### config.mk
export PLATFORM = sky130hd
export DESIGN_NAME = pae_page_table_walker_unit
export DESIGN_NICKNAME = d
export VERILOG_FILES = /design/src/ptw_pkg.sv /design/src/ptw_fifo.sv /design/src/ptw_front.sv /design/src/ptw_back.sv /design/src/pae_page_table_walker_unit.sv
export SDC_FILE = /design/constraint.sdc
export NUM_CORES = 1
export LEC_CHECK = 0
export ABC_AREA = 1
export BUFFER_PORTS_ARGS = -buffer_cell sky130_fd_sc_hd__buf_2
export CORE_ASPECT_RATIO = 1.5
export CORE_MARGIN = 2
export CORE_UTILIZATION = 40
export DETAILED_ROUTE_END_ITERATION = 7
export HOLD_SLACK_MARGIN = 0.05
export PLACE_DENSITY = 0.58
export SETUP_SLACK_MARGIN = 0.05
export SYNTH_ARGS = -nofsm -noshare
export SYNTH_HDL_FRONTEND = slang
export SYNTH_SLANG_ARGS = --single-unit
export TNS_END_PERCENT = 50
### constraint.sdc
create_clock -name clk_i -period 15.6 [get_ports clk_i]
set_input_delay 0.78 -clock clk_i [delete_from_list [all_inputs] [get_ports clk_i]]
set_output_delay 0.78 -clock clk_i [all_outputs]
set_load 0.005 [all_outputs]
### src/ptw_pkg.sv
// ----------------------------------------------------------------------------
// PAE page table walker package
// Shared payload types, walk levels, job codes and queue depths.
// ----------------------------------------------------------------------------
package ptw_pkg;

  // Width of the physical address fields on the result side.
  localparam int unsigned PhysW = 52;

  // Depth of the job queue between front and back, and of the result queue.
  localparam int unsigned JobDepth = 2;
  localparam int unsigned ResDepth = 2;

  // Command codes of an input beat.
  localparam logic CMD_TRANSLATE = 1'b0;
  localparam logic CMD_RESPONSE  = 1'b1;

  // Kind codes of a result beat.
  localparam logic KIND_READ = 1'b0;
  localparam logic KIND_DONE = 1'b1;

  // Walk level; the awaited level doubles as the fault code.
  typedef enum logic [1:0] {
    LVL_IDLE = 2'd0,
    LVL_PDPT = 2'd1,
    LVL_PD   = 2'd2,
    LVL_PT   = 2'd3
  } walk_level_e;

  // Work the back end has to carry out for one classified beat.
  typedef enum logic [2:0] {
    JOB_ROOT  = 3'd0,
    JOB_NEXT  = 3'd1,
    JOB_FAULT = 3'd2,
    JOB_LARGE = 3'd3,
    JOB_PAGE  = 3'd4
  } job_e;

  typedef struct packed {
    logic        cmd;
    logic [31:0] virt_addr;
    logic [63:0] entry_data;
  } in_item_t;

  typedef struct packed {
    logic             kind;
    logic [PhysW-1:0] read_addr;
    logic [PhysW-1:0] phys_addr;
    logic [1:0]       fault_code;
    logic             large_page;
  } out_item_t;

  typedef struct packed {
    job_e        op;
    walk_level_e level;
    logic [31:0] vaddr;
    logic [63:0] entry;
    logic [26:0] base;
  } job_t;

endpackage

### src/ptw_fifo.sv
// ----------------------------------------------------------------------------
// PAE page table walker queue
// Small register queue with full and empty flags, used between the stages.
// ----------------------------------------------------------------------------
module ptw_fifo #(
  parameter type         item_t = logic,
  parameter int unsigned Depth  = 2
) (
  input  logic  clk_i,
  input  logic  rst_ni,
  input  logic  push_i,
  input  item_t wdata_i,
  output logic  full_o,
  input  logic  pop_i,
  output item_t rdata_o,
  output logic  empty_o
);

  localparam int unsigned PtrW = (Depth > 1) ? $clog2(Depth) : 1;
  localparam int unsigned CntW = $clog2(Depth + 1);
  localparam logic [PtrW-1:0] LastPtr = PtrW'(Depth - 1);
  localparam logic [CntW-1:0] FullCnt = CntW'(Depth);

  item_t           mem_q [Depth];
  logic [PtrW-1:0] wptr_q, wptr_d;
  logic [PtrW-1:0] rptr_q, rptr_d;
  logic [CntW-1:0] cnt_q, cnt_d;
  logic            do_push, do_pop;

  // Flags and handshake qualification.
  assign full_o  = (cnt_q == FullCnt);
  assign empty_o = (cnt_q == '0);
  assign do_push = push_i && !full_o;
  assign do_pop  = pop_i && !empty_o;
  assign rdata_o = mem_q[rptr_q];

  // Pointer and count updates.
  always_comb begin
    wptr_d = wptr_q;
    rptr_d = rptr_q;
    cnt_d  = cnt_q;
    if (do_push) begin
      wptr_d = (wptr_q == LastPtr) ? '0 : wptr_q + PtrW'(1);
    end
    if (do_pop) begin
      rptr_d = (rptr_q == LastPtr) ? '0 : rptr_q + PtrW'(1);
    end
    if (do_push && !do_pop) begin
      cnt_d = cnt_q + CntW'(1);
    end else if (do_pop && !do_push) begin
      cnt_d = cnt_q - CntW'(1);
    end
  end

  // Control registers.
  always_ff @(posedge clk_i or negedge rst_ni) begin
    if (!rst_ni) begin
      wptr_q <= '0;
      rptr_q <= '0;
      cnt_q  <= '0;
    end else begin
      wptr_q <= wptr_d;
      rptr_q <= rptr_d;
      cnt_q  <= cnt_d;
    end
  end

  // Storage, written in place without reset.
  always_ff @(posedge clk_i) begin
    if (do_push) begin
      mem_q[wptr_q] <= wdata_i;
    end
  end

endmodule

### src/ptw_front.sv
// ----------------------------------------------------------------------------
// PAE page table walker front end
// Accepts input beats, tracks the walk level and classifies each beat into
// a job for the back end.
// ----------------------------------------------------------------------------
module ptw_front
  import ptw_pkg::*;
(
  input  logic        clk_i,
  input  logic        rst_ni,
  input  logic        cfg_we_i,
  input  logic [31:0] cfg_wdata_i,
  input  logic        push_i,
  input  in_item_t    item_i,
  output logic        full_o,
  output logic        job_push_o,
  output job_t        job_o,
  input  logic        job_full_i
);

  walk_level_e level_q, level_d;
  logic [31:0] vaddr_q, vaddr_d;
  logic [31:0] base_q;
  logic        accept;

  // A beat is taken whenever the job queue has room.
  assign full_o = job_full_i;
  assign accept = push_i && !job_full_i;

  // Next walk state and the job for the accepted beat.
  always_comb begin
    level_d       = level_q;
    vaddr_d       = vaddr_q;
    job_push_o    = 1'b0;
    job_o.op      = JOB_ROOT;
    job_o.level   = level_q;
    job_o.vaddr   = vaddr_q;
    job_o.entry   = item_i.entry_data;
    job_o.base    = base_q[31:5];
    if (accept) begin
      if (item_i.cmd == CMD_TRANSLATE) begin
        // A new request always restarts the walk.
        level_d     = LVL_PDPT;
        vaddr_d     = item_i.virt_addr;
        job_o.vaddr = item_i.virt_addr;
        job_o.op    = JOB_ROOT;
        job_push_o  = 1'b1;
      end else if (level_q != LVL_IDLE) begin
        job_push_o = 1'b1;
        if (!item_i.entry_data[0]) begin
          job_o.op = JOB_FAULT;
          level_d  = LVL_IDLE;
        end else begin
          case (level_q)
            LVL_PDPT: begin
              job_o.op = JOB_NEXT;
              level_d  = LVL_PD;
            end
            LVL_PD: begin
              if (item_i.entry_data[7]) begin
                job_o.op = JOB_LARGE;
                level_d  = LVL_IDLE;
              end else begin
                job_o.op = JOB_NEXT;
                level_d  = LVL_PT;
              end
            end
            LVL_PT: begin
              job_o.op = JOB_PAGE;
              level_d  = LVL_IDLE;
            end
            default: begin
              job_push_o = 1'b0;
            end
          endcase
        end
      end
    end
  end

  // Walk state register.
  always_ff @(posedge clk_i or negedge rst_ni) begin
    if (!rst_ni) begin
      level_q <= LVL_IDLE;
      vaddr_q <= '0;
    end else begin
      level_q <= level_d;
      vaddr_q <= vaddr_d;
    end
  end

  // Directory pointer table base register.
  always_ff @(posedge clk_i or negedge rst_ni) begin
    if (!rst_ni) begin
      base_q <= '0;
    end else if (cfg_we_i) begin
      base_q <= cfg_wdata_i;
    end
  end

endmodule

### src/ptw_back.sv
// ----------------------------------------------------------------------------
// PAE page table walker back end
// Turns a queued job into a result beat: entry read address, translated
// address or fault.
// ----------------------------------------------------------------------------
module ptw_back
  import ptw_pkg::*;
#(
  parameter int unsigned PHYS_BITS = 52
) (
  input  logic      job_empty_i,
  input  job_t      job_i,
  output logic      job_pop_o,
  input  logic      res_full_i,
  output logic      res_push_o,
  output out_item_t res_o
);

  localparam logic [PhysW:0]   MaskWide = (PhysW+1)'(1) << PHYS_BITS;
  localparam logic [PhysW:0]   MaskFull = MaskWide - (PhysW+1)'(1);
  localparam logic [PhysW-1:0] AddrMask = MaskFull[PhysW-1:0];

  logic [PhysW-1:0] base4k;
  logic [PhysW-1:0] base2m;
  logic [PhysW-1:0] root_addr;
  logic [8:0]       next_idx;

  // Move one job per cycle while the result queue has room.
  assign job_pop_o  = !job_empty_i && !res_full_i;
  assign res_push_o = job_pop_o;

  // Entry frame addresses, cut to the physical width.
  assign base4k    = {job_i.entry[PhysW-1:12], 12'b0} & AddrMask;
  assign base2m    = {job_i.entry[PhysW-1:21], 21'b0} & AddrMask;
  assign root_addr = {20'b0, job_i.base, 5'b0};
  assign next_idx  = (job_i.level == LVL_PDPT) ? job_i.vaddr[29:21] : job_i.vaddr[20:12];

  // Result for each job kind.
  always_comb begin
    res_o = '0;
    case (job_i.op)
      JOB_ROOT: begin
        res_o.kind      = KIND_READ;
        res_o.read_addr = (root_addr + {47'b0, job_i.vaddr[31:30], 3'b0}) & AddrMask;
      end
      JOB_NEXT: begin
        res_o.kind      = KIND_READ;
        res_o.read_addr = (base4k + {40'b0, next_idx, 3'b0}) & AddrMask;
      end
      JOB_FAULT: begin
        res_o.kind       = KIND_DONE;
        res_o.fault_code = job_i.level;
      end
      JOB_LARGE: begin
        res_o.kind       = KIND_DONE;
        res_o.phys_addr  = (base2m + {31'b0, job_i.vaddr[20:0]}) & AddrMask;
        res_o.large_page = 1'b1;
      end
      JOB_PAGE: begin
        res_o.kind      = KIND_DONE;
        res_o.phys_addr = (base4k + {40'b0, job_i.vaddr[11:0]}) & AddrMask;
      end
      default: begin
        res_o = '0;
      end
    endcase
  end

endmodule

### src/pae_page_table_walker_unit.sv
// ----------------------------------------------------------------------------
// PAE page table walker
// One beat in per cycle while the job queue has room; its job is registered in
// the job queue and its result in the result queue, from which it is popped.
// Throughput is one beat per cycle while both queues have room, set by the combinational job back end.
// Reset idles the walk, clears the held address, table base and both queues.
// ----------------------------------------------------------------------------
module pae_page_table_walker_unit
  import ptw_pkg::*;
#(
  parameter int unsigned PHYS_BITS = 52
) (
  input  logic        clk_i,
  input  logic        rst_ni,
  input  logic        cfg_we_i,
  input  logic [31:0] cfg_wdata_i,
  input  logic        push,
  input  in_item_t    in_item_i,
  output logic        full,
  output logic        empty,
  input  logic        pop,
  output out_item_t   out_item_o
);

  logic      job_push, job_full, job_pop, job_empty;
  job_t      job_wdata, job_rdata;
  logic      res_push, res_full;
  out_item_t res_wdata;

  // Front end: classification and walk state.
  ptw_front u_front (
    .clk_i       (clk_i),
    .rst_ni      (rst_ni),
    .cfg_we_i    (cfg_we_i),
    .cfg_wdata_i (cfg_wdata_i),
    .push_i      (push),
    .item_i      (in_item_i),
    .full_o      (full),
    .job_push_o  (job_push),
    .job_o       (job_wdata),
    .job_full_i  (job_full)
  );

  // Job queue between front and back.
  ptw_fifo #(
    .item_t (job_t),
    .Depth  (JobDepth)
  ) u_job_fifo (
    .clk_i   (clk_i),
    .rst_ni  (rst_ni),
    .push_i  (job_push),
    .wdata_i (job_wdata),
    .full_o  (job_full),
    .pop_i   (job_pop),
    .rdata_o (job_rdata),
    .empty_o (job_empty)
  );

  // Back end: address arithmetic.
  ptw_back #(
    .PHYS_BITS (PHYS_BITS)
  ) u_back (
    .job_empty_i (job_empty),
    .job_i       (job_rdata),
    .job_pop_o   (job_pop),
    .res_full_i  (res_full),
    .res_push_o  (res_push),
    .res_o       (res_wdata)
  );

  // Result queue toward the consumer.
  ptw_fifo #(
    .item_t (out_item_t),
    .Depth  (ResDepth)
  ) u_res_fifo (
    .clk_i   (clk_i),
    .rst_ni  (rst_ni),
    .push_i  (res_push),
    .wdata_i (res_wdata),
    .full_o  (res_full),
    .pop_i   (pop),
    .rdata_o (out_item_o),
    .empty_o (empty)
  );

endmodule
=== Word-level counts from Yosys, hierarchy flattened ===
Memory sizes are Yosys's and may differ from the RTL's.
Cells that the tools add are included.

* Add/subtract/negate cells: 12
* Equality and inequality tests: 12
* Multiplexer cells: 36
* Reduce and logical (&&, ||, !) cells: 27

{| class="wikitable"
|+ Operators with widths
! kind !! number
|-
| $pmux W52 S2 || 2
|-
| $add A52 B12 Y52 || 2
|-
| $mux W32 || 2
|-
| $add A52 B21 Y52 || 1
|-
| $add A32 B5 Y33 || 1
|-
| $mux W2 || 10
|-
| $mux W1 || 15
|-
| $mux W3 || 4
|-
| $logic_and A1 B1 Y1 || 10
|-
| $mux W9 || 1
|-
| $pmux W3 S3 || 1
|-
| $eq A2 B2 Y1 const B || 4
|-
| $logic_not A1 Y1 || 8
|-
| $eq A3 B2 Y1 const B || 2
|-
| $pmux W2 S3 || 1
|-
| $reduce_bool A2 Y1 || 3
|-
| $reduce_or A3 Y1 || 2
|-
| $ne A5 B2 Y1 const B || 1
|-
| $add A1 B1 Y1 const B || 4
|-
| $add A2 B1 Y2 const B || 2
|-
| $eq A2 B1 Y1 const B || 2
|-
| $logic_not A2 Y1 || 2
|-
| $sub A2 B1 Y2 const B || 2
|-
| $eq A3 B1 Y1 const B || 1
|-
| 4 further kinds || 4
|}

* Flip-flop bits (word level): 74
* Bits in writable memories: 472
* Input port bits: 134
* Output and inout port bits: 110
* Logic and storage cells: 98
* Memories: 2

{| class="wikitable"
|+ Memory list
! memory !! words !! width !! read ports !! clocked after memory_dff !! write ports !! line !! text
|-
| u_job_fifo.mem_q || 2 || 128 || 1 || 0 || 1 || ptw_fifo.sv:24 || <nowiki>item_t mem_q [Depth];</nowiki>
|-
| u_res_fifo.mem_q || 2 || 108 || 1 || 0 || 1 || ptw_fifo.sv:24 ||
|}

=== Logic depth before layout (Yosys ltp) ===
* Depth in word-level cells: 12
* Gate-level depth with buffers: 11

=== Hierarchy ===
From an unflattened synthesis, not the netlist that was laid out.

* Cell total of the unflattened synthesis: 1887
* Area, all modules: 21897.3 um2

{| class="wikitable"
|+ By module, submodules not included
! module !! instances !! cells an instance !! area an instance (um2)
|-
| ptw_fifo (u_job_fifo) || 1 || 700 || 9501.6
|-
| ptw_fifo (u_res_fifo) || 1 || 595 || 8052.7
|-
| ptw_front || 1 || 302 || 3040.4
|-
| ptw_back || 1 || 290 || 1302.5
|}

=== Least setup slack after synthesis ===
Ideal clock, no wire load.

* Path type: input to register
* Start: input push
* End: memory u_job_fifo.mem_q[0][0] in the netlist's numbering (enable)
* Setup time: 0.568 ns
* Data arrival time: 5.499 ns
* Data required time: 15.032 ns
* Path slack: 9.533 ns
* Stages on the path: 4
* Path through: inv_1 nor2_2 nand2_1 nor2_1

* Word-level cells in the longest chain between the ends: 5

{| class="wikitable"
|+ RTL lines
! item !! line !! text
|-
| from (decl) || pae_page_table_walker_unit.sv:17 || <nowiki>input logic push,</nowiki>
|-
| $logic_and A1 B1 Y1 || ptw_front.sv:28 || <nowiki>assign accept = push_i && !job_full_i;</nowiki>
|-
| $mux W1 || ptw_front.sv:40 || <nowiki>if (accept) begin</nowiki>
|-
| $logic_and A1 B1 Y1 || ptw_fifo.sv:33 || <nowiki>assign do_push = push_i && !full_o;</nowiki>
|-
| $mux W1 || ptw_fifo.sv:70 || <nowiki>if (do_push) begin</nowiki>
|-
| $mux W1 (implied by the code) || ptw_fifo.sv:71 || <nowiki>mem_q[wptr_q] <= wdata_i;</nowiki>
|-
| to (decl) || ptw_fifo.sv:24 ||
|}

No other way between the ends.

==> out/metrics.cfg <==
[global_route]
overflow=0
grt_max_degree=98
grt_pass1_vias=12016
antenna_found_initial=2
grt_pass1_wl_mm=66.8
grt_util_all_layers_pct=17.4

[yosys]
syn_inst=1648
synth_top_cell_by_area=edfxtp_1
netlist-cell-type-count=36
yosys-top-cells-area=edfxtp_1, nand2_1, dfrtp_1
postSynthAreaPerCell_sq_um=11.8
ys_ff_latch=487
synth_top_area_share_pct=64.5
yosysSeqAreaShare_pct=73.4
synth_warnings=0
synth_area_sq_um=19500

[floorplanning]
io_pins=244
dieArea_sq_um=50500
start_util_pct=40.3
row_count=99
coreArea_sq_um=48300
chipWidth_microns=184
die_h_microns=274

[setup_path]
regToRegStartpoint=u_job_fifo.rptr_q
ff2ff_setup_slack_ns=11.73
crit_arrival_ns=4.24
critPathTopFamily=simple AND/OR/NAND/NOR gates
crit_chain=inv_4 -> nand2_2 -> nand2_2 -> nand2_1 -> nor2_4 -> inv_1 -> nor2_1
worst-r2r-cell-count=7
startpoint=u_job_fifo.rptr_q
crit_type=register to register
cp_slowest_stage_delay_ns=0.80
start_kind=register
worstReg2RegEnd=u_res_fifo.mem_q[0][105]
crit_path_max_fanout=85
cp.required_ns=15.96
slowest_stage=inv_4
cp-end-kind=register
cpMostUsedCell=nand2_2
worst-path-buf-inv=2

[timing]
grt_setup_unrepaired=no
final_max_slew_viol_count=0
fmax_ghz=0.258
finalSetupViolations=0
finClkSkew_ns=0.0173
max_slew_margin_pct=22.5
finalHoldViolCount=0
period_share_pct=24.8
worst_slack_ns=11.73
tightest_slew_ns=1.16
finalSetupTns_ns=0
fin_crit_ns=3.87
hold_ws_ns=0.0932

[placed_design]
placed_cells=2404
place_worst_setup_slack_ns=11.62
port_buffers=213
dp_hpwl_mm=27.3
gp_congestion=0.806
dpl_cell_area_sq_um=21000

[detailed_routing]
dr.pass1.iters=5
drt-total-wl_mm=43.7
drcViolationCount=0
via_per_inst=4.82
wire_per_inst_microns=17.6
drtIter0Drc=755
ant_nets=0
via_count=11995

[cts]
cts-resized-gates=0
cts_sinks=487
cts_root_buf=clkbuf_16
ctsHoldBuffers=0
cts.htree.levels=2
clk_pin_slew_ns=0.06
cts_tree=built
cts_buffer_depth=3
cts_buffers=45
clk_latency_ns=0.56
cts_setup_buffers=0

[worst_hold_path]
hold_class=input port to asynchronous set/reset pin

[power_and_ir_drop]
vdd_drop_max_mv=0.131
leakage_uw=0.00973
powerDensity_nw_per_um2=216

[finish]
final_cell_area_sq_um=22600
final_layout_size_suffix_gt1_share_pct=18.5
final_nets=1987
instances_no_fill=2490
fillers=4392
syn_to_final_growth_pct=16.1

[run]
maxCapViolations=0

[outcome]
outcome=complete, no violations

==> layout by cell type (no fill, tap or decap), drive strengths merged, types with 27 or more instances in the layout <==
cell and n:
edfxtp 418, dfrtp 69, a21oi 48, inv 76, nor2 35, nand3 57
mux2 27, buf 229, clkbuf 67, nand2 761
==> flip-flops by register name, indices dropped and copies added (netlist names) <==
register	flops
u_res_fifo.mem_q	210
u_job_fifo.mem_q	208
u_front.vaddr_q	32
u_front.base_q	27
u_front.level_q	2
u_job_fifo.cnt_q	2
u_res_fifo.cnt_q	2
u_job_fifo.rptr_q	1
u_job_fifo.wptr_q	1
u_res_fifo.rptr_q	1
u_res_fifo.wptr_q	1
==> cells in the mapped netlist, drive strengths merged <==
library cell	count
conb	1
and3	1
inv	75
ha	8
o21ai	16
o21a	9
xor2	5
nor3	1
dfrtp	69
mux2i	12
nand2	761
nor2	35
xnor2	2
nand3	57
mux2	27
and2	11
clkbuf	23
o22ai	1
nand4	9
buf	58
a21oi	48
edfxtp	418
clkinv	1
==> metal layers <==
layer	GRT usage, %	vias to the layer above	share of wire (%)
met4	6.84	2	3.5
met3	2.20	78	3.9
met5	0	-	0.030
li1	-	5863	-
met1	20.3	5784	39
met2	32.4	268	53
==> worst register-to-register path: cells and delay by family, from the launching register on <==
family / cells / cell delay (ns)
AND/OR/NAND/NOR: 5 / 1.56
buffers and inverters: 2 / 1.48
flip-flops: 1 / 0.64
==> metrics by stage <==
stage | util (%) | total power (uW)
final | 46.8 | 4880
after global routing | 46.8 | 5210
after CTS | 46.8 | 4960
after detailed placement | 43.5 | 3810
after global placement | 43.5 | 3760
after floorplan | - | 3210
==> kinds of logic (layout without fill, tap and decap cells) <==
logic type | Yosys count | in the layout | synth area share [%]
flops | 487 | 487 | 73.4
compound gates | 74 | 74 | 2.10
buf+inv | 157 | 389 | 3.65
xor+xnor | 7 | 7 | 0.315
simple gates | 875 | 875 | 17.8
fa+ha+maj | 8 | 8 | 0.515
other cells | 1 | 5 | 0.0193
mux | 39 | 39 | 2.18
==> cell type report <==
type                       instances  area (sq um)  share of cell area [%]
sequential                       487         14300                    63.2
multi-input combinational       1006          4510                    20.0
clock buffer                      67          1340                    5.94
timing repair buffer             229          1190                    5.26
tap                              606           758                    3.36
inverter                          76           290                    1.28
clock inverter                    17           218                   0.964
antenna                            2          5.00                  0.0221
==> where the power goes <==
group	internal, uW	total, uW	switching [uW]
Clock	679	1150	468
Sequential	2070	2220	151
Combinational	441	1520	1080
==> worst max path at each step <==
stage                                     to  slack (ns)  cells after the start
global route        u_res_fifo.mem_q[0][105]       11.36                      7
finish              u_res_fifo.mem_q[0][105]       11.73                      7
global placement    u_res_fifo.mem_q[0][104]       11.76                      7
detailed placement  u_res_fifo.mem_q[0][105]       11.62                      7
CTS                  u_res_fifo.mem_q[0][91]       11.60                      7
floorplan             u_job_fifo.mem_q[0][0]        9.53                      4
(Power assumes the default switching activity.)
